## config.mk

```make
export PLATFORM = sky130hd
export DESIGN_NAME = serial_command_line_parser_unit
export DESIGN_NICKNAME = d
export VERILOG_FILES = /design/src/hw/rtl/scl_pkg.sv /design/src/hw/rtl/serial_command_line_parser_unit.sv /design/src/hw/rtl/scl_line_parser.sv
export SDC_FILE = /design/constraint.sdc
export NUM_CORES = 1
export LEC_CHECK = 0
export BUFFER_PORTS_ARGS = -buffer_cell sky130_fd_sc_hd__buf_4
export CORE_ASPECT_RATIO = 0.8
export CORE_UTILIZATION = 60
export CTS_CLUSTER_SIZE = 28
export DETAILED_ROUTE_END_ITERATION = 6
export GPL_TIMING_DRIVEN = 0
export HOLD_SLACK_MARGIN = 0.15
export PLACE_DENSITY_LB_ADDON = 0.08
export SLEW_MARGIN = 20
export SYNTH_ARGS = -nofsm -noshare
export SYNTH_HDL_FRONTEND = slang
export SYNTH_HIERARCHICAL = 1
export SYNTH_SLANG_ARGS = --single-unit
export TNS_END_PERCENT = 20
```

## constraint.sdc

```tcl
create_clock -name clock -period 8.4 [get_ports clock]
set_clock_uncertainty 0.2 [all_clocks]
set_input_delay 1.68 -clock clock [delete_from_list [all_inputs] [get_ports clock]]
set_output_delay 1.68 -clock clock [all_outputs]
set_load 0.02 [all_outputs]
```

## src/hw/rtl/scl_pkg.sv

```systemverilog
// Shared types, constants and helper functions for the serial command line parser.
// Used by scl_line_parser and serial_command_line_parser_unit; no dependencies.
`default_nettype none

package scl_pkg;

   localparam int LINE_MAX_DEF = 128;
   localparam int TARGET_W     = 32;

   localparam logic [7:0] CHAR_NUL   = 8'h00;
   localparam logic [7:0] CHAR_TAB   = 8'h09;
   localparam logic [7:0] CHAR_LF    = 8'h0A;
   localparam logic [7:0] CHAR_VT    = 8'h0B;
   localparam logic [7:0] CHAR_FF    = 8'h0C;
   localparam logic [7:0] CHAR_CR    = 8'h0D;
   localparam logic [7:0] CHAR_SPACE = 8'h20;
   localparam logic [7:0] CHAR_PLUS  = 8'h2B;
   localparam logic [7:0] CHAR_COMMA = 8'h2C;
   localparam logic [7:0] CHAR_MINUS = 8'h2D;
   localparam logic [7:0] CHAR_DOT   = 8'h2E;
   localparam logic [7:0] CHAR_0     = 8'h30;
   localparam logic [7:0] CHAR_9     = 8'h39;
   localparam logic [7:0] CHAR_UA    = 8'h41;
   localparam logic [7:0] CHAR_UB    = 8'h42;
   localparam logic [7:0] CHAR_UO    = 8'h4F;
   localparam logic [7:0] CHAR_UR    = 8'h52;
   localparam logic [7:0] CHAR_UT    = 8'h54;
   localparam logic [7:0] CHAR_LA    = 8'h61;
   localparam logic [7:0] CHAR_LT    = 8'h74;
   localparam logic [7:0] CHAR_LZ    = 8'h7A;

   localparam logic [2:0] ABORT_LEN = 3'd5;

   localparam logic [31:0] MAG_LIMIT = 32'h8000_0000;
   localparam logic [31:0] POS_MAX   = 32'h7FFF_FFFF;

   localparam logic CMD_SET_TARGET = 1'b0;
   localparam logic CMD_ABORT      = 1'b1;

   typedef enum logic [8:0] {
      PH_START    = 9'b000000001,
      PH_T        = 9'b000000010,
      PH_WS       = 9'b000000100,
      PH_INT      = 9'b000001000,
      PH_FRAC     = 9'b000010000,
      PH_NUMEND   = 9'b000100000,
      PH_ABORT    = 9'b001000000,
      PH_ABORT_OK = 9'b010000000,
      PH_DONE     = 9'b100000000
   } phase_type;

   typedef struct packed {
      logic                       valid;
      logic                       command;
      logic signed [TARGET_W-1:0] target;
   } result_type;

   function automatic logic [7:0] to_upper(input logic [7:0] c);
      return (c >= CHAR_LA && c <= CHAR_LZ) ? c - 8'd32 : c;
   endfunction

   function automatic logic [7:0] abort_letter(input logic [2:0] idx);
      logic [7:0] letter;
      unique case (idx)
         3'd0:    letter = CHAR_UA;
         3'd1:    letter = CHAR_UB;
         3'd2:    letter = CHAR_UO;
         3'd3:    letter = CHAR_UR;
         3'd4:    letter = CHAR_UT;
         default: letter = CHAR_NUL;
      endcase
      return letter;
   endfunction

endpackage

`default_nettype wire

```

## src/hw/rtl/serial_command_line_parser_unit.sv

```systemverilog
// Top level of the serial command line parser: input register, line parser, result register.
// Depends on scl_pkg and scl_line_parser.
`default_nettype none

// Takes one received byte per transaction and emits a transaction with a set-target or
// abort command when a line feed closes a recognized line. One byte is accepted every
// cycle unless req_stall is raised; a result is offered from the result register once
// its line feed has been parsed out of the input register, and the input keeps flowing
// while a result waits, except when a line feed that closes another recognized line
// meets a result that is still stalled. The parser state for the line lives in
// scl_line_parser and is updated once per accepted byte. LINE_MAX sets the line length
// at which an overlong line is dropped and restarted.

module serial_command_line_parser_unit #(
   parameter int LINE_MAX = scl_pkg::LINE_MAX_DEF
) (
   input  wire logic                                clock,
   input  wire logic                                reset,
   input  wire logic                                req_valid,
   output      logic                                req_stall,
   input  wire logic [7:0]                          req_rx_byte,
   output      logic                                rsp_valid,
   input  wire logic                                rsp_stall,
   output      logic                                rsp_command,
   output      logic signed [scl_pkg::TARGET_W-1:0] rsp_target_hundredths
);
   import scl_pkg::*;

   logic                       in_vld_ff, in_vld_in;
   logic [7:0]                 in_byte_ff, in_byte_in;
   logic                       out_vld_ff, out_vld_in;
   logic                       out_cmd_ff, out_cmd_in;
   logic signed [TARGET_W-1:0] out_tgt_ff, out_tgt_in;
   result_type                 result;
   logic                       out_free;
   logic                       in_adv;
   logic                       out_load;

   scl_line_parser #(
      .LINE_MAX (LINE_MAX)
   ) u_parser (
      .clock   (clock),
      .reset   (reset),
      .step_en (in_adv),
      .rx_byte (in_byte_ff),
      .result  (result)
   );

   assign out_free  = !out_vld_ff || !rsp_stall;
   assign in_adv    = in_vld_ff && (!result.valid || out_free);
   assign out_load  = in_adv && result.valid;
   assign req_stall = in_vld_ff && !in_adv;

   always_comb begin
      in_vld_in  = in_vld_ff;
      in_byte_in = in_byte_ff;
      if (!req_stall) begin
         in_vld_in  = req_valid;
         in_byte_in = req_rx_byte;
      end
      out_vld_in = out_vld_ff;
      out_cmd_in = out_cmd_ff;
      out_tgt_in = out_tgt_ff;
      if (out_load) begin
         out_vld_in = 1'b1;
         out_cmd_in = result.command;
         out_tgt_in = result.target;
      end else if (!rsp_stall) begin
         out_vld_in = 1'b0;
      end
   end

   always_ff @(posedge clock) begin
      if (reset) begin
         in_vld_ff  <= 1'b0;
         out_vld_ff <= 1'b0;
      end else begin
         in_vld_ff  <= in_vld_in;
         out_vld_ff <= out_vld_in;
      end
      in_byte_ff <= in_byte_in;
      out_cmd_ff <= out_cmd_in;
      out_tgt_ff <= out_tgt_in;
   end

   assign rsp_valid             = out_vld_ff;
   assign rsp_command           = out_cmd_ff;
   assign rsp_target_hundredths = out_tgt_ff;

`ifndef SYNTH
   a_load_on_lf : assert property (@(posedge clock) disable iff (reset)
      out_load |-> in_byte_ff == CHAR_LF)
      else $error("result loaded for a byte other than line feed");

   a_abort_zero : assert property (@(posedge clock) disable iff (reset)
      rsp_valid && rsp_command == CMD_ABORT |-> rsp_target_hundredths == '0)
      else $error("abort transaction carries a nonzero target");

   a_stall_held : assert property (@(posedge clock) disable iff (reset)
      req_stall |-> in_vld_ff && result.valid && out_vld_ff && rsp_stall)
      else $error("input stalled without a blocked result");

   a_out_hold : assert property (@(posedge clock) disable iff (reset)
      rsp_valid && rsp_stall |=> rsp_valid && $stable(rsp_target_hundredths))
      else $error("stalled result changed");
`endif

endmodule

`default_nettype wire

```

## src/hw/rtl/scl_line_parser.sv

```systemverilog
// Line state and per-byte parse logic for the serial command line parser.
// Depends on scl_pkg; the result for the current byte is combinational.
`default_nettype none

module scl_line_parser #(
   parameter int LINE_MAX = scl_pkg::LINE_MAX_DEF
) (
   input  wire logic               clock,
   input  wire logic               reset,
   input  wire logic               step_en,
   input  wire logic [7:0]         rx_byte,
   output scl_pkg::result_type     result
);
   import scl_pkg::*;

   localparam int CNT_W = $clog2(LINE_MAX);
   localparam logic [CNT_W-1:0] CNT_LIMIT = CNT_W'(LINE_MAX - 1);

   phase_type        phase_ff, phase_in;
   logic [CNT_W-1:0] count_ff, count_in;
   logic [2:0]       match_ff, match_in;
   logic [31:0]      acc_ff, acc_in;
   logic             neg_ff, neg_in;
   logic [1:0]       frac_ff, frac_in;
   logic             seen_ff, seen_in;

   logic        is_digit;
   logic [3:0]  digit;
   logic        do_int;
   logic        do_acc;
   logic [35:0] base;
   logic [9:0]  term;
   logic [35:0] sum;
   logic [31:0] acc_sat;
   logic        num_ph;

   assign is_digit = (rx_byte >= CHAR_0) && (rx_byte <= CHAR_9);
   assign digit    = rx_byte[3:0];

   always_comb begin
      base = do_int ? ({4'd0, acc_ff} << 3) + ({4'd0, acc_ff} << 1) : {4'd0, acc_ff};
      if (do_int) begin
         term = 10'(digit) * 10'd100;
      end else if (frac_ff == 2'd0) begin
         term = 10'(digit) * 10'd10;
      end else begin
         term = 10'(digit);
      end
      sum     = base + 36'(term);
      acc_sat = (sum > 36'(MAG_LIMIT)) ? MAG_LIMIT : sum[31:0];
   end

   assign num_ph = (phase_ff == PH_INT) || (phase_ff == PH_FRAC) || (phase_ff == PH_NUMEND);

   always_comb begin
      phase_in = phase_ff;
      count_in = count_ff;
      match_in = match_ff;
      acc_in   = acc_ff;
      neg_in   = neg_ff;
      frac_in  = frac_ff;
      seen_in  = seen_ff;
      do_int   = 1'b0;
      do_acc   = 1'b0;
      result   = '0;

      if (rx_byte == CHAR_CR) begin
         phase_in = phase_ff;
      end else if (rx_byte == CHAR_LF || count_ff >= CNT_LIMIT) begin
         if (rx_byte == CHAR_LF) begin
            if (num_ph && seen_ff) begin
               result.valid   = 1'b1;
               result.command = CMD_SET_TARGET;
               result.target  = neg_ff ? signed'(32'd0 - acc_ff)
                                       : signed'((acc_ff > POS_MAX) ? POS_MAX : acc_ff);
            end else if (phase_ff == PH_ABORT_OK ||
                         (phase_ff == PH_ABORT &&
                          (match_ff == 3'd1 || match_ff == ABORT_LEN))) begin
               result.valid   = 1'b1;
               result.command = CMD_ABORT;
               result.target  = '0;
            end
         end
         phase_in = PH_START;
         count_in = '0;
         match_in = '0;
         acc_in   = '0;
         neg_in   = 1'b0;
         frac_in  = '0;
         seen_in  = 1'b0;
      end else begin
         count_in = count_ff + CNT_W'(1);
         if (rx_byte == CHAR_NUL && phase_ff != PH_ABORT) begin
            if (phase_ff == PH_INT || phase_ff == PH_FRAC) begin
               phase_in = PH_NUMEND;
            end else if (phase_ff != PH_NUMEND && phase_ff != PH_ABORT_OK) begin
               phase_in = PH_DONE;
            end
         end else begin
            unique case (phase_ff)
               PH_START: begin
                  if (rx_byte == CHAR_SPACE || rx_byte == CHAR_TAB) begin
                     phase_in = PH_START;
                  end else if (rx_byte == CHAR_UT || rx_byte == CHAR_LT) begin
                     phase_in = PH_T;
                  end else if (rx_byte == CHAR_UA || rx_byte == CHAR_LA) begin
                     phase_in = PH_ABORT;
                     match_in = 3'd1;
                  end else begin
                     phase_in = PH_DONE;
                  end
               end
               PH_T: begin
                  phase_in = (rx_byte == CHAR_COMMA) ? PH_WS : PH_DONE;
               end
               PH_WS: begin
                  if (rx_byte == CHAR_SPACE || rx_byte == CHAR_TAB ||
                      rx_byte == CHAR_VT || rx_byte == CHAR_FF) begin
                     phase_in = PH_WS;
                  end else if (rx_byte == CHAR_PLUS || rx_byte == CHAR_MINUS) begin
                     neg_in   = (rx_byte == CHAR_MINUS);
                     phase_in = PH_INT;
                  end else if (is_digit) begin
                     phase_in = PH_INT;
                     do_int   = 1'b1;
                     do_acc   = 1'b1;
                  end else if (rx_byte == CHAR_DOT) begin
                     phase_in = PH_FRAC;
                  end else begin
                     phase_in = PH_DONE;
                  end
               end
               PH_INT: begin
                  if (is_digit) begin
                     do_int = 1'b1;
                     do_acc = 1'b1;
                  end else if (rx_byte == CHAR_DOT) begin
                     phase_in = PH_FRAC;
                  end else begin
                     phase_in = PH_NUMEND;
                  end
               end
               PH_FRAC: begin
                  if (is_digit) begin
                     seen_in = 1'b1;
                     if (frac_ff < 2'd2) begin
                        do_acc  = 1'b1;
                        frac_in = frac_ff + 2'd1;
                     end
                  end else begin
                     phase_in = PH_NUMEND;
                  end
               end
               PH_ABORT: begin
                  if (rx_byte == CHAR_NUL) begin
                     phase_in = (match_ff == 3'd1 || match_ff == ABORT_LEN) ? PH_ABORT_OK
                                                                            : PH_DONE;
                  end else if (match_ff >= ABORT_LEN) begin
                     phase_in = (rx_byte == CHAR_SPACE || rx_byte == CHAR_TAB) ? PH_ABORT_OK
                                                                               : PH_DONE;
                  end else if (to_upper(rx_byte) == abort_letter(match_ff)) begin
                     match_in = match_ff + 3'd1;
                  end else begin
                     phase_in = PH_DONE;
                  end
               end
               PH_NUMEND, PH_ABORT_OK, PH_DONE: begin
                  phase_in = phase_ff;
               end
               default: begin
                  phase_in = PH_DONE;
               end
            endcase
         end
         if (do_acc) begin
            acc_in  = acc_sat;
            seen_in = 1'b1;
         end
      end
   end

   always_ff @(posedge clock) begin
      if (reset) begin
         phase_ff <= PH_START;
         count_ff <= '0;
         match_ff <= '0;
         acc_ff   <= '0;
         neg_ff   <= 1'b0;
         frac_ff  <= '0;
         seen_ff  <= 1'b0;
      end else if (step_en) begin
         phase_ff <= phase_in;
         count_ff <= count_in;
         match_ff <= match_in;
         acc_ff   <= acc_in;
         neg_ff   <= neg_in;
         frac_ff  <= frac_in;
         seen_ff  <= seen_in;
      end
   end

endmodule

`default_nettype wire

```

Word level (Yosys, flattened, before mapping)
Index checks and enable logic that the tools add are counted.
{"block": "totals", "register_bits": 98, "inputBits": 12, "word_cells": 210, "output_inout_bits": 35}
{"block": "op_classes", "n_addsub": 7, "muxes": 82, "n_eq_ne": 47, "multipliers": 2, "reduce_logical": 48, "bitwise": 3, "magnitude_cmp": 9}
{"op": "$mux W9", "count": 19}
{"op": "$mux W34", "count": 5}
{"op": "$mux W32", "count": 5}
{"op": "$mux W8", "count": 8}
{"op": "$pmux W9 S7", "count": 1}
{"op": "$eq A8 B4 Y1 const B", "count": 5}
{"op": "$eq A8 B6 Y1 const B", "count": 5}
{"op": "$add A35 B33 Y36", "count": 1}
{"op": "$add A36 B10 Y36", "count": 1}
{"op": "$gt A36 B32 Y1 const B", "count": 1}
{"op": "$mux W36", "count": 1}
{"op": "$pmux W7 S5", "count": 1}
{"op": "$eq A8 B7 Y1 const B", "count": 4}
{"op": "$gt A32 B31 Y1 const B", "count": 1}
{"op": "$sub A1 B32 Y32 const A", "count": 1}
{"op": "$mux W3", "count": 8}
{"op": "$mux W1", "count": 23}
{"op": "$ne A3 B2 Y1 const B", "count": 6}
{"op": "$logic_or A1 B1 Y1", "count": 13}
{"op": "$reduce_and A6 Y1", "count": 2}
{"op": "$reduce_bool A2 Y1", "count": 6}
{"op": "$mux W10", "count": 1}
{"op": "$mux W2", "count": 5}
{"op": "$reduce_and A10 Y1", "count": 1}
{"op": "other kinds (52)", "count": 74}

Depth between registers and ports, before layout
{"block": "logic_depth", "ltp_word": 15, "mapped_depth": 29, "ltp_nobuf": 23}

Modules after synthesis
The synthesis kept the hierarchy.
{"module": "scl_line_parser", "area_per_inst_um2": 8647.0, "cells_each": 1220, "n_inst": 1, "seq_area_each_um2": 1101.1}
{"module": "serial_command_line_parser_unit", "area_per_inst_um2": 1327.5, "cells_each": 53, "n_inst": 1, "seq_area_each_um2": 1271.2}

Least setup slack after synthesis
OpenSTA, ideal clock, no wires.
{"block": "synth_timing", "path_kind": "reg-to-reg", "from": "reg in_byte_ff[3]", "to": "reg u_parser.acc_ff[10]", "n_path_buf": 6, "arrival_ps": 6424, "setup_time_ps": 60, "path_stages_with_launch": 29, "synth_period_minus_slack_ps": 6684, "t_required_ps": 8140, "slack_ps": 1716, "path_cell_list": "edfxtp_1 > clkbuf_1 > inv_1 > ha_1 > nand2_1 > nor4b_2 > nor3_1 > o2111ai_2 > buf_4 > clkbuf_1 > clkbuf_1 > clkbuf_1 > nand2_1 > o21ai_0 > ha_1 > o21ai_0 > nor3_1 > nor3_1 > a21oi_1 > nand2_1 > o31a_1 > or4_1 > buf_2 > or3_1 > a2111oi_2 > a22oi_1 > a21oi_2 > a32o_1 > a31o_1"}
{"block": "synth_between", "elab_chain_cells": 15, "word_cells_on_any_way": 49, "cone_classes": "add/sub: 1; mul: 2; order compare: 3; eq/ne: 8; mux: 21; bitwise: 1; reduce/logical: 13"}
{"element": "from (decl)", "line_no": "serial_command_line_parser_unit.sv:30", "text": "logic [7:0] in_byte_ff, in_byte_in;"}
{"element": "from (signal assigned)", "line_no": "serial_command_line_parser_unit.sv:81", "text": "in_byte_ff <= in_byte_in;"}
{"element": "$ge A8 B6 Y1, or another cell as far along", "line_no": "scl_line_parser.sv:37", "text": "assign is_digit = (rx_byte >= CHAR_0) && (rx_byte <= CHAR_9);"}
{"element": "$logic_and A1 B1 Y1 or $logic_or A1 B1 Y1 (tied branches)", "line_no": "scl_line_parser.sv:37, scl_line_parser.sv:117"}
{"element": "$mux W1 or $logic_or A1 B1 Y1 (tied branches)", "line_no": "scl_line_parser.sv:123, scl_line_parser.sv:134, scl_line_parser.sv:117"}
{"element": "$mux W1 or $logic_or A1 B1 Y1 (tied branches)", "line_no": "scl_line_parser.sv:120, scl_line_parser.sv:118"}
{"element": "$mux W1", "line_no": "scl_line_parser.sv:117", "text": "if (rx_byte == CHAR_SPACE || rx_byte == CHAR_TAB ||"}
{"element": "$pmux W1 S2", "line_no": "scl_line_parser.sv:100", "text": "unique case (phase_ff)"}
{"element": "$mux W1", "line_no": "scl_line_parser.sv:93", "text": "if (rx_byte == CHAR_NUL && phase_ff != PH_ABORT) begin"}
{"element": "$mux W1", "line_no": "scl_line_parser.sv:69", "text": "end else if (rx_byte == CHAR_LF || count_ff >= CNT_LIMIT) begin"}
{"element": "$mux W1", "line_no": "scl_line_parser.sv:67", "text": "if (rx_byte == CHAR_CR) begin"}
{"element": "$mux W36 or $mux W10 (tied branches)", "line_no": "scl_line_parser.sv:41, scl_line_parser.sv:42"}
{"element": "$add A36 B10 Y36", "line_no": "scl_line_parser.sv:49", "text": "sum = base + 36'(term);"}
{"element": "$gt A36 B32 Y1", "line_no": "scl_line_parser.sv:50", "text": "acc_sat = (sum > 36'(MAG_LIMIT)) ? MAG_LIMIT : sum[31:0];"}
{"element": "$mux W32", "line_no": "scl_line_parser.sv:50"}
{"element": "$mux W32", "line_no": "scl_line_parser.sv:175", "text": "if (do_acc) begin"}
{"element": "$mux W32", "line_no": "scl_line_parser.sv:69"}
{"element": "to (signal assigned)", "line_no": "scl_line_parser.sv:195", "text": "acc_ff <= acc_in;"}
{"element": "to (decl)", "line_no": "scl_line_parser.sv:22", "text": "logic [31:0] acc_ff, acc_in;"}
Several ways; a longest one is shown, not always the timed one. The select of a mux whose other input is x is not followed.
A chain may end at the register's enable or synchronous reset.

Final worst setup path
{"block": "layout_timing", "from": "reg in_byte_ff[3]", "to": "reg u_parser.acc_ff[15]"}
The elaborated chain is that of the path after synthesis.

==> results.sh <==
export IMPL_status="completed"
export IMPL_core_area_um2=16000
export IMPL_cts_path_max_buffers=2
export IMPL_grt_pass1_vias=9138
export IMPL_peakVddDrop_v=0.000105
export IMPL_synth_area_um2=9970
export IMPL_fin_ws_ps=318
export IMPL_slew_headroom=0.354
export IMPL_holdCritStartpoint="u_parser/frac_ff[0]$_SDFFE_PP0P_"
export IMPL_hold_violations=0
export IMPL_dpl_instance_area_um2=10600
export IMPL_io_pins=47
export IMPL_top_usage_layer="met1"
export IMPL_final_setup_viol_count=0
export IMPL_max_freq_ghz=0.124
export IMPL_ys_async_sr_fraction=0
export IMPL_slowest_stage="or4_1"
export IMPL_critPathTopFamily="compound AO/OA/AOI/OAI gates"
export IMPL_worst_pin_slew_ps=963
export IMPL_synth_ff_type="dfxtp_1"
export IMPL_fp_dieH_um=117
export IMPL_grt_use_met1=0.511
export IMPL_drive_gt1_frac=0.0942
export IMPL_start_util=0.623
export IMPL_ys_warn_count=6
export IMPL_synth_edf_count=41
export IMPL_drt_first_iter_violations=1241
export IMPL_final_cell_area_um2=11000
export IMPL_synth_cell_types=97
export IMPL_yosys_area_top_type_share=0.123
export IMPL_r2r_cells=28
export IMPL_num_rows=41
export IMPL_endpoint_kind="register"
export IMPL_crit_buf_inv=7
export IMPL_fin_cells=1552
export IMPL_via_count=10300
export IMPL_ys_ff_latch=98
export IMPL_die_width_um=146
export IMPL_crit_required_ps=8500
export IMPL_dp_hpwl_um=23400
export IMPL_fillerInstances=1397
export IMPL_yosysSeqAreaShare=0.238
export IMPL_drt_pre_antenna_iters=5
export IMPL_multi_input_area_um2=7240
export IMPL_grt_max_degree=28
export IMPL_place_inst=1535
export IMPL_drv_slew=0
export IMPL_yosys_top_cells_area="edfxtp_1 (12%), dfxtp_1 (11%), ha_1 (8.8%)"
export IMPL_max_stage_delay_ps=570
export IMPL_period_minus_slack_ps=8080
export IMPL_clk_latency_ps=360
export IMPL_synthCells=1273
export IMPL_track_usage=0.354
export IMPL_r2r_start="in_byte_ff[3]$_DFFE_PN_"
export IMPL_post_route_period_util=0.962
export IMPL_crit_path_start_kind="register"
export IMPL_drcViolationCount=0
export IMPL_numCtsBuffers=9
export IMPL_synth_nets=1359
export IMPL_avgRoutedWirePerCell_um=19.6
export IMPL_place_ws_ps=-97.5
export IMPL_rsz0062_at_grt="no"
export IMPL_cts_tree="done"
export IMPL_die_area_um2=17100
export IMPL_ant_nets=0
export IMPL_areaGrowthSynthToFinish_pct=10.2
export IMPL_globalRouteMet2Util=0.507
export IMPL_cts_root_buf="clkbuf_16"
export IMPL_power_density_nw_per_um2=91.5
export IMPL_htree_levels=3
export IMPL_grt_ovfl_total=0
export IMPL_yosysTopAreaCell="edfxtp_1"
export IMPL_hold_path_class="register to register"
export IMPL_grt_pass1_wl_um=48500
export IMPL_ff_latch_area_um2=2370
export IMPL_leakagePower_nw=3.95
export IMPL_hold_depth=1
export IMPL_wl_um=30500
export IMPL_syn_mean_instance_area_um2=7.84
export IMPL_rrSetupSlack_ps=320
export IMPL_crit_type="register to register"
export IMPL_max_cap_violations=0
export IMPL_holdPathEnd="u_parser/frac_ff[0]$_SDFFE_PP0P_"
export IMPL_path_clk_slew_ps=80
export IMPL_antenna_found_initial=0
export IMPL_clock_sinks=98
export IMPL_cp_arrival_ps=8180
export IMPL_port_buffers=46
export IMPL_path_max_fanout=10
export IMPL_grt_met3_usage=0.105
export IMPL_utilization=0.687
export IMPL_viasPerCell=6.62
export IMPL_globalplace_congestion=1.02
export IMPL_diodes=0
export IMPL_nets=1418
export IMPL_reg2reg_to="u_parser/acc_ff[15]$_SDFFE_PP0P_"
==> report_power, final <==
group          internal, W  total [W]  switching [W]
clock network     0.000231   0.000427       0.000195
logic            0.0000297  0.0000764      0.0000467
registers         0.000496   0.000502     0.00000662
==> registers in the layout, summed over array words and instances (netlist names) <==
signal                 flops
u_parser/count_ff          7
in_byte_ff                 8
u_parser/match_ff          3
rsp_valid                  1
rsp_target_hundredths     32
u_parser/neg_ff            1
u_parser/acc_ff           32
u_parser/phase_ff          9
in_vld_ff                  1
rsp_command                1
u_parser/frac_ff           2
u_parser/seen_ff           1
==> cell usage after synthesis (11+ instances only) <==
library cell  count
a211oi_1         43
a21o_1           23
a21oi_1          91
a22o_1           18
a311oi_1         11
a31oi_1          11
and3_1           13
clkbuf_1         57
dfxtp_1          57
edfxtp_1         41
ha_1             70
inv_1            41
mux2i_1          11
nand2_1         125
nand3_1          37
nand4_1          27
nor2_1          127
nor3_1           41
nor4_1           19
o21a_1           15
o21ai_0          65
or3_1            21
xnor2_1          47
xor2_1           32
==> what timing repair did <==
item / CTS / global route
cloned: 0 / 0
hold buffers: 0 / 0
buffers inserted: 0 / 3
gates resized for setup: 3 / 10
endpoints found under the hold margin: 0 / 0
endpoints found under the setup margin: 14 / 32
==> per-layer routing <==
layer	vias to the layer above	share of wire
li1	4911	-
met2	542	0.41
met5	-	0
met4	0	0.023
met1	4761	0.45
met3	65	0.12
==> layout make-up <==
type | count | area share
Clock inverter | 6 | 0.00592
Inverter | 41 | 0.0140
Tap cell | 215 | 0.0245
Timing Repair Buffer | 50 | 0.0360
Multi-Input combinational cell | 1067 | 0.659
Sequential cell | 98 | 0.216
Clock buffer | 10 | 0.0208
Buffer | 65 | 0.0242
==> cell families after synthesis <==
logic type                 after synthesis  share of synthesized area
and+or+nand+nor                        497                      0.257
AOI/OAI and AO/OA                      404                      0.284
buffers and inverters                  108                     0.0425
DFF                                     98                      0.238
xor gates and xnor gates                79                     0.0694
adders and majority gates               74                     0.0958
muxes                                   13                     0.0133
==> cells in the final DEF, fill, tap and decap left out, types with 15 or more instances in the layout <==
| master | n |
|---|---|
| nor3_1 | 40 |
| or3_1 | 20 |
| o21ai_0 | 65 |
| inv_1 | 41 |
| dfxtp_1 | 57 |
| a211oi_1 | 43 |
| nand3_1 | 37 |
| xnor2_1 | 46 |
| a21o_1 | 23 |
| edfxtp_1 | 41 |
| clkbuf_1 | 53 |
| a22o_1 | 18 |
| o21a_1 | 15 |
| nor2_1 | 127 |
| nor4_1 | 18 |
| xor2_1 | 32 |
| ha_1 | 70 |
| nand4_1 | 27 |
| buf_4 | 50 |
| a21oi_1 | 89 |
| nand2_1 | 125 |
==> per-stage QoR <==
step / setup TNS, ps / hold slack [ps] / total power [W]
2_1_floorplan: 0 / 237 / 0.000564
3_5_place_dp: -946 / 269 / 0.000586
6_report: 0 / 293 / 0.00101
4_1_cts: 0 / 286 / 0.00101
3_3_place_gp: -682 / 255 / 0.000585
5_1_grt: 0 / 310 / 0.00104
==> worst max-delay path by stage <==
stage / cells past startpoint / slack (ps) / from / endpoint
after floorplan: 28 / 1720 / in_byte_ff[3]$_DFFE_PN_ / u_parser/acc_ff[10]$_SDFFE_PP0P_
after global placement: 27 / -100 / in_byte_ff[1]$_DFFE_PN_ / u_parser/acc_ff[19]$_SDFFE_PP0P_
after detailed placement: 27 / -100 / in_byte_ff[1]$_DFFE_PN_ / u_parser/acc_ff[19]$_SDFFE_PP0P_
after CTS: 27 / 50 / in_byte_ff[1]$_DFFE_PN_ / u_parser/acc_ff[15]$_SDFFE_PP0P_
after global routing: 27 / 8 / in_byte_ff[1]$_DFFE_PN_ / u_parser/acc_ff[15]$_SDFFE_PP0P_
final: 28 / 320 / in_byte_ff[3]$_DFFE_PN_ / u_parser/acc_ff[15]$_SDFFE_PP0P_
(Power assumes the default switching activity.)
